`src/hw/rtl/rvgt_pkg.sv`:
```
`timescale 1ns / 1ps
package rvgt_pkg;

   // Grid size limits.
   localparam int MaxCells   = 16;
   localparam int MaxResults = 3 * MaxCells - 2;
   localparam int CntW       = $clog2(MaxResults);

   // Datapath widths for the exact rational arithmetic.
   localparam int HiW   = 38;   // far corner of the box
   localparam int DistW = 39;   // slab distances and plane distances
   localparam int ProdW = 56;   // distance times direction magnitude
   localparam int NumW  = 57;   // entry cell numerator
   localparam int DenW  = 47;   // cell size times direction magnitude
   localparam int PW    = 58;   // walk time products
   localparam int KW    = 47;   // walk time increments

   // Register index codes of the control port.
   localparam int CsrIdxW = 3;
   localparam logic [CsrIdxW-1:0] CSR_GRID_MIN_X  = 3'd0;
   localparam logic [CsrIdxW-1:0] CSR_GRID_MIN_Y  = 3'd1;
   localparam logic [CsrIdxW-1:0] CSR_GRID_MIN_Z  = 3'd2;
   localparam logic [CsrIdxW-1:0] CSR_CELL_SIZE_X = 3'd3;
   localparam logic [CsrIdxW-1:0] CSR_CELL_SIZE_Y = 3'd4;
   localparam logic [CsrIdxW-1:0] CSR_CELL_SIZE_Z = 3'd5;
   localparam logic [CsrIdxW-1:0] CSR_CELLS       = 3'd6;

   // Axis codes and the top bit of the entry cell quotient.
   localparam logic [1:0] AxisX  = 2'd0;
   localparam logic [1:0] AxisY  = 2'd1;
   localparam logic [1:0] AxisZ  = 2'd2;
   localparam logic [1:0] DivTop = 2'd3;

   typedef struct packed {
      logic signed [31:0] origin_x;
      logic signed [31:0] origin_y;
      logic signed [31:0] origin_z;
      logic signed [15:0] dir_x;
      logic signed [15:0] dir_y;
      logic signed [15:0] dir_z;
   } req_word_type;

   typedef struct packed {
      logic [3:0] cell_x;
      logic [3:0] cell_y;
      logic [3:0] cell_z;
      logic       hit;
      logic       last;
   } rsp_word_type;

   typedef enum logic [3:0] {
      OP_NONE,
      OP_LOAD,
      OP_PREP,
      OP_SLAB_MUL,
      OP_SLAB_UPD,
      OP_CHK_MUL,
      OP_ENT_MUL,
      OP_DIV_INIT,
      OP_DIV_STEP,
      OP_DIST,
      OP_PROD,
      OP_WALK,
      OP_MISS
   } op_type;

   typedef enum logic [3:0] {
      ST_IDLE,
      ST_PREP,
      ST_SLAB_MUL,
      ST_SLAB_UPD,
      ST_CHK_MUL,
      ST_CHK_UPD,
      ST_ENT_MUL,
      ST_DIV_INIT,
      ST_DIV_STEP,
      ST_DIST,
      ST_PROD,
      ST_WALK,
      ST_MISS
   } state_type;

   typedef struct packed {
      op_type     op;
      logic [1:0] axis;
      logic [1:0] bit_idx;
   } cmd_type;

   typedef struct packed {
      logic pass;
      logic walk_last;
      logic slot_free;
   } stat_type;

   // A zero cell size is taken as one.
   function automatic logic [30:0] eff_size(input logic [30:0] s);
      eff_size = (s == 31'd0) ? 31'd1 : s;
   endfunction

   // Cell count clamped to one .. MaxCells.
   function automatic logic [4:0] eff_cells(input logic [4:0] n);
      if (n == 5'd0) begin
         eff_cells = 5'd1;
      end else if (n > 5'(MaxCells)) begin
         eff_cells = 5'(MaxCells);
      end else begin
         eff_cells = n;
      end
   endfunction

endpackage

```
`src/hw/rtl/rvgt_ctrl.sv`:
```
`timescale 1ns / 1ps
module rvgt_ctrl (
   input  logic               clock,
   input  logic               reset,
   input  logic               req_valid,
   output logic               req_stall,
   input  rvgt_pkg::stat_type stat,
   output rvgt_pkg::cmd_type  cmd
);
   import rvgt_pkg::*;

   state_type  state_ff, state_in;
   logic [1:0] axis_ff, axis_in;
   logic [1:0] bit_ff, bit_in;

   // Next state and the axis and quotient bit counters.
   always_comb begin
      state_in = state_ff;
      axis_in  = axis_ff;
      bit_in   = bit_ff;
      case (state_ff)
         ST_IDLE: begin
            if (req_valid) begin
               state_in = ST_PREP;
            end
         end
         ST_PREP: begin
            state_in = ST_SLAB_MUL;
            axis_in  = AxisX;
         end
         ST_SLAB_MUL: begin
            state_in = ST_SLAB_UPD;
         end
         ST_SLAB_UPD: begin
            if (axis_ff == AxisZ) begin
               state_in = ST_CHK_MUL;
               axis_in  = AxisX;
            end else begin
               state_in = ST_SLAB_MUL;
               axis_in  = axis_ff + 2'd1;
            end
         end
         ST_CHK_MUL: begin
            state_in = ST_CHK_UPD;
         end
         ST_CHK_UPD: begin
            state_in = stat.pass ? ST_ENT_MUL : ST_MISS;
         end
         ST_ENT_MUL: begin
            state_in = ST_DIV_INIT;
         end
         ST_DIV_INIT: begin
            state_in = ST_DIV_STEP;
            bit_in   = DivTop;
         end
         ST_DIV_STEP: begin
            if (bit_ff == 2'd0) begin
               state_in = ST_DIST;
            end else begin
               bit_in = bit_ff - 2'd1;
            end
         end
         ST_DIST: begin
            if (axis_ff == AxisZ) begin
               state_in = ST_PROD;
               axis_in  = AxisX;
            end else begin
               state_in = ST_ENT_MUL;
               axis_in  = axis_ff + 2'd1;
            end
         end
         ST_PROD: begin
            if (axis_ff == AxisZ) begin
               state_in = ST_WALK;
            end else begin
               axis_in = axis_ff + 2'd1;
            end
         end
         ST_WALK: begin
            if (stat.slot_free && stat.walk_last) begin
               state_in = ST_IDLE;
            end
         end
         ST_MISS: begin
            if (stat.slot_free) begin
               state_in = ST_IDLE;
            end
         end
         default: begin
            state_in = ST_IDLE;
         end
      endcase
   end

   // Commands to the datapath.
   always_comb begin
      req_stall   = 1'b1;
      cmd.op      = OP_NONE;
      cmd.axis    = axis_ff;
      cmd.bit_idx = bit_ff;
      case (state_ff)
         ST_IDLE: begin
            req_stall = 1'b0;
            if (req_valid) begin
               cmd.op = OP_LOAD;
            end
         end
         ST_PREP:     cmd.op = OP_PREP;
         ST_SLAB_MUL: cmd.op = OP_SLAB_MUL;
         ST_SLAB_UPD: cmd.op = OP_SLAB_UPD;
         ST_CHK_MUL:  cmd.op = OP_CHK_MUL;
         ST_CHK_UPD:  cmd.op = OP_NONE;
         ST_ENT_MUL:  cmd.op = OP_ENT_MUL;
         ST_DIV_INIT: cmd.op = OP_DIV_INIT;
         ST_DIV_STEP: cmd.op = OP_DIV_STEP;
         ST_DIST:     cmd.op = OP_DIST;
         ST_PROD:     cmd.op = OP_PROD;
         ST_WALK: begin
            if (stat.slot_free) begin
               cmd.op = OP_WALK;
            end
         end
         ST_MISS: begin
            if (stat.slot_free) begin
               cmd.op = OP_MISS;
            end
         end
         default: cmd.op = OP_NONE;
      endcase
   end

   always_ff @(posedge clock) begin
      if (reset) begin
         state_ff <= ST_IDLE;
         axis_ff  <= AxisX;
         bit_ff   <= 2'd0;
      end else begin
         state_ff <= state_in;
         axis_ff  <= axis_in;
         bit_ff   <= bit_in;
      end
   end

endmodule

```
`config.mk`:
```
export PLATFORM = sky130hd
export DESIGN_NAME = rvgt_ctrl
export DESIGN_NICKNAME = d
export VERILOG_FILES = /design/src/hw/rtl/rvgt_pkg.sv /design/src/hw/rtl/rvgt_ctrl.sv
export SDC_FILE = /design/constraint.sdc
export NUM_CORES = 1
export LEC_CHECK = 0
export BUFFER_PORTS_ARGS = -buffer_cell sky130_fd_sc_hd__buf_2
export CORE_UTILIZATION = 53
export DETAILED_ROUTE_END_ITERATION = 7
export PLACE_DENSITY = 0.77
export SYNTH_ARGS = -nofsm -noshare
export SYNTH_HDL_FRONTEND = slang
export SYNTH_SLANG_ARGS = --single-unit
```
`constraint.sdc`:
```
create_clock -name clock -period 2.23 [get_ports clock]
set_clock_uncertainty 0.15 [all_clocks]
set_input_delay 0.223 -clock clock [delete_from_list [all_inputs] [get_ports clock]]
set_output_delay 0.223 -clock clock [all_outputs]
set_load 0.01 [all_outputs]
```
## After elaboration in Yosys (flattened, before gate mapping)

Cells that the tools add are included.

| operators by class | value |
|---|---|
| add/subtract/negate cells | 2 |
| multipliers | 0 |
| divide/modulo/power cells | 0 |
| $lt $le $gt $ge | 0 |
| eq/ne operators | 20 |
| shift-type cells | 0 |
| multiplexer cells | 19 |
| bitwise operators | 0 |
| reduce and logical (&&, ||, !) cells | 9 |

Operators by type and width:

| operator | count |
|---|---|
| 4-bit case mux with 13 select lines | 1 |
| 4-bit case mux with 12 select lines | 1 |
| 4-bit 2-to-1 mux | 9 |
| 4-bit == test, second input constant | 5 |
| 4-bit by 3-bit == test with 1-bit output, second input constant | 4 |
| 2-bit != test, second input constant | 7 |
| 4-bit by 2-bit == test with 1-bit output, second input constant | 2 |
| 2-bit 2-to-1 mux | 3 |
| 2-bit case mux with 3 select lines | 1 |
| 5-bit AND reduction | 1 |
| 4-bit by 1-bit == test with 1-bit output, second input constant | 1 |
| 4-bit logical NOT | 1 |
| 2-bit case mux with 2 select lines | 1 |
| 2-bit AND reduction | 2 |
| 3-bit 2-to-1 mux | 1 |
| 3-bit nonzero test | 1 |
| 2-bit by 1-bit adder with 2-bit output, second input constant | 1 |
| 2-bit == test, second input constant | 1 |
| 2-bit logical NOT | 1 |
| 1-bit 2-to-1 mux | 2 |
| 2-bit nonzero test | 1 |
| 2-bit OR reduction | 1 |
| 2-bit by 1-bit subtractor with 2-bit output, second input constant | 1 |
| 1-bit logical AND | 1 |

| storage, ports and cells | value |
|---|---|
| flip-flop bits (word level) | 8 |
| latch bits | 0 |
| memory bits (writable) | 0 |
| bits in read-only memories | 0 |
| input port bits | 6 |
| output and inout bits | 9 |
| word-level logic and storage cells | 53 |
| memories | 0 |

## Logic depth before layout (Yosys ltp)

| depth | value |
|---|---|
| depth after elaboration | 4 |
| depth in mapped cells | 6 |
| gate-level depth less buffers | 6 |

## Least setup slack after synthesis

No wires, ideal clock.

| path | value |
|---|---|
| path type | flip-flop to flip-flop |
| start point | register axis_ff[0] |
| end point | register axis_ff[1] |
| setup time | 0.134 ns |
| arrival time | 1.423 ns |
| data required time | 1.946 ns |
| slack | 0.523 ns |
| stages on the path, launching flop included | 7 |
| path buffers | 0 |
| period minus slack after synthesis | 1.707 ns |
| cells stage by stage | dfxtp_1 > inv_1 > ha_1 > and4bb_1 > o21bai_2 > a311oi_1 > a211oi_1 |

| between the ends | value |
|---|---|
| word-level cells in the longest chain between the ends | 3 |
| elaborated cells on any way between the ends | 7 |
| those cells by class | add/sub (1); eq/ne (2); mux (3); reduce/logical (1) |

RTL lines:

| element | line | source |
|---|---|---|
| start, declared | rvgt_ctrl.sv:13 | `logic [1:0] axis_ff, axis_in;` |
| start signal, assigned | rvgt_ctrl.sv:135 | `axis_ff <= AxisX;` |
| start signal, assigned | rvgt_ctrl.sv:139 | `axis_ff <= axis_in;` |
| 2-bit by 1-bit adder with 2-bit output / 2-bit == test (equally long branches) | -- |  |
| 2-bit 2-to-1 mux, or another cell as far along | rvgt_ctrl.sv:73 | `if (axis_ff == AxisZ) begin` |
| 2-bit case mux with 3 select lines / 2-bit AND reduction (equally long branches) | -- |  |

Several ways; a longest one is shown, not always the timed one. The select of a mux whose other input is x is not followed.
A chain may end at the register's enable or synchronous reset.

==> results by group <==
Clock network
  • Cts bufs inserted: 3
  • Number of clock sinks: 8
  • Buffers inserted by post-CTS timing repair: 0
  • Clock transition time at the flip-flop clock pins of the worst setup and hold paths: 0.05 ns
  • Number of H-tree branching levels: 1
  • Worst-skew pair later-pin latency: 0.25 ns
  • Post-CTS Hold Buffers: 0
  • CTS Buffer Depth: 2
  • CTS tree: built
  • Number of gates resized after CTS: 0
  • CTS Root Cell: sky130_fd_sc_hd__clkbuf_4

Floorplanning
  • Overall die height: 39.7 um
  • Width of the chip: 39.7 um
  • Placement row count: 13
  • Die Outline Area: 1580 um2
  • Top Ports: 15
  • Effective utilization at floorplan: 0.572
  • Core Box Area: 1320 um2

Critical path
  • Source of the worst register-to-register timing path: axis_ff[0]
  • Critical path startpoint category: flop
  • Slack of the worst reg-to-reg path: 0.42 ns
  • WS Path Type: reg -> out
  • Reg-to-reg endpoint: state_ff[1]
  • Crit-path max FO: 18
  • Required time of the worst setup path: 1.86 ns
  • CP Data Arrival Time: 1.59 ns
  • Termination of the worst setup path: cmd[4]
  • Worst setup EP type: primary output
  • First element of the critical path: state_ff[3]
  • Number of cell instances on the worst register-to-register path: 6

Job
  • Number of maximum-capacitance violations: 0

Global route
  • Number of antenna violations at the first check in global routing: 0
  • Total congestion overflow: 0
  • GRT Overall Usage: 0.265
  • Global-route wire length before repair: 2890 um
  • Largest net degree at the start of global routing: 21
  • Via count of the first global-routing pass: 684

Power and ir drop
  • Power, Total: 0.000419 W
  • Total power density per cell area: 512 nW/um2
  • Worst IR drop on VDD: 353 uV
  • Reported leakage power: 0.336 nW

Outcome
  • Result of the run: complete, no violations

Synthesis
  • Count of different cell masters after synthesis: 44
  • Cell area after synthesis: 753 um2
  • Top post-synthesis cells by area: sky130_fd_sc_hd__dfxtp_1 21%, sky130_fd_sc_hd__a21oi_1 6.6%, sky130_fd_sc_hd__ha_1 6.6%, sky130_fd_sc_hd__nor2_1 3.5%, sky130_fd_sc_hd__buf_6 3.0%
  • Mean post-synth cell area: 7.53 um2
  • Total of warnings raised by yosys: 0
  • Most area-hungry cell type in the Yosys netlist: sky130_fd_sc_hd__dfxtp_1
  • Yosys top cell area share: 0.213
  • Most frequently used flop master after synthesis: sky130_fd_sc_hd__dfxtp_1
  • Number of enable flip-flop cells after synthesis: 0
  • Sequential share of the synthesized area: 0.213
  • Commonest cells in the synthesized netlist: 10 x sky130_fd_sc_hd__a21oi_1, 8 x sky130_fd_sc_hd__dfxtp_1, 7 x sky130_fd_sc_hd__nor2_1
  • Share of flip-flops with an asynchronous set or reset after synthesis: 0
  • Top-count cell post-synth: sky130_fd_sc_hd__a21oi_1
  • Flip-flop and latch count after synthesis: 8
  • Syn Nets: 110
  • Number of instances in the synthesized netlist: 100

Min path
  • Hold depth: 2
  • Hold_sp: reset
  • Worst hold-check path type: in -> reg

Drt
  • Total DRC errors in the routed layout: 0
  • Number of antenna-violating nets in the routed design: 0
  • First drt pass iteration count: 4
  • First-iteration detailed-routing DRC count: 17
  • Total wire length: 1750 um
  • Wire length per cell after detailed routing: 14.0 um
  • DR vias: 775
  • Via density per instance: 6.20

Timing
  • Maximum clock frequency: 509 MHz
  • Number of endpoints failing setup at the final stage: 0
  • Slew of the pin with the lowest slew margin: 0.574 ns
  • Time the worst path needs with I/O delays and setup: 1.96 ns
  • RSZ-0062 raised after global routing: false
  • Slew HR: 0.617
  • Final total negative setup slack: 0 ns
  • Max Transition Viols Final: 0
  • Final hold vios: 0
  • Final critical-path setup slack: 0.266 ns
  • Final clock period utilization by the worst path: 0.881

Place
  • Quantity of I/O buffers inserted on ports: 14
  • Pre-CTS setup slack: 0.439 ns
  • Post-DP HPWL: 1270 um
  • Cell Count Post-Placement: 122
  • GPL Wtd Cong: 0.869

Layout
  • Syn-to-layout area delta: 8.64%
  • Fraction of final layout cells sized beyond drive strength 1: 0.227
  • Fin util: 0.621
  • Number of inserted diodes: 0
  • Non-filler instance count after layout: 125
  • # nets final: 122
  • Filler cell count: 120
==> routing by layer <==
layer	track usage	vias up	share of wire	wire length, um
li1	-	389	-	-
met1	0.339	359	0.47	814
met2	0.459	27	0.48	843
met3	0.0682	0	0.051	90
met4	0.00862	0	0	0
met5	0	-	0	0
==> cells by family (layout without fill, tap and decap cells) <==
group / count (synthesis) / after routing / synth area share
adder cells (fa/ha/maj): 4 / 4 / 0.0664
buffers and inverters: 17 / 27 / 0.121
AND/OR/NAND/NOR: 33 / 33 / 0.246
flip-flops: 8 / 8 / 0.213
AO/OA/AOI/OAI: 38 / 38 / 0.354
==> placed cells by master (no fill, tap or decap), types with 2 or more instances in the layout <==
cell | synthesis | routed
sky130_fd_sc_hd__a211oi_1 | 2 | 2
sky130_fd_sc_hd__a21oi_1 | 10 | 10
sky130_fd_sc_hd__a311oi_1 | 2 | 2
sky130_fd_sc_hd__buf_2 | 4 | 14
sky130_fd_sc_hd__buf_4 | 2 | 2
sky130_fd_sc_hd__clkbuf_4 | 0 | 3
sky130_fd_sc_hd__dfxtp_1 | 8 | 8
sky130_fd_sc_hd__ha_1 | 4 | 4
sky130_fd_sc_hd__inv_1 | 6 | 6
sky130_fd_sc_hd__inv_2 | 2 | 2
sky130_fd_sc_hd__nand2_1 | 5 | 5
sky130_fd_sc_hd__nand2b_1 | 2 | 2
sky130_fd_sc_hd__nand3_1 | 3 | 3
sky130_fd_sc_hd__nand3b_1 | 3 | 3
sky130_fd_sc_hd__nor2_1 | 7 | 7
sky130_fd_sc_hd__nor3_1 | 4 | 4
sky130_fd_sc_hd__o21ai_0 | 4 | 4
sky130_fd_sc_hd__o21ai_1 | 3 | 3
sky130_fd_sc_hd__o22ai_1 | 2 | 2
==> final cells by class <==
class,instances,area [um2],share of cell area
multi-input cells,75,502,0.613
flip-flops and latches,8,160,0.196
repair buffers,16,85.1,0.104
inverters,8,30.0,0.0367
clock buffers,3,22.5,0.0275
well taps,15,18.8,0.0229
==> worst max-delay path: stages (launching register included) <==
cell and delay [ns]:
sky130_fd_sc_hd__dfxtp_1 0.67, sky130_fd_sc_hd__inv_2 0.17, sky130_fd_sc_hd__o211ai_1 0.15, sky130_fd_sc_hd__o21a_1 0.14, sky130_fd_sc_hd__o21ai_1 0.05, sky130_fd_sc_hd__buf_2 0.16
==> flip-flops by register name, indices dropped and copies added, names as in the netlist <==
signal / flops
state_ff: 4
axis_ff: 2
bit_ff: 2
==> power breakdown <==
part	total (W)	switching (W)	internal (W)
sequential	0.000167	0.0000148	0.000152
combinational	0.000142	0.0000813	0.0000610
clock	0.000110	0.0000486	0.0000616
==> stage by stage <==
| stage | instance area, um2 | hold slack, ns |
|---|---|---|
| after CTS | 818 | 0.112 |
| after global routing | 818 | 0.125 |
| after detailed placement | 796 | 0.348 |
| after global placement | 796 | 0.337 |
| after floorplan | 753 | 0.307 |
| final | 818 | 0.125 |
==> how the worst min path moves through the flow <==
stage,end
6_report,axis_ff[0]
5_1_grt,axis_ff[0]
4_1_cts,axis_ff[0]
3_3_place_gp,bit_ff[0]
2_1_floorplan,state_ff[0]
3_5_place_dp,bit_ff[0]
No activity file was read; power rests on OpenSTA's default activity.
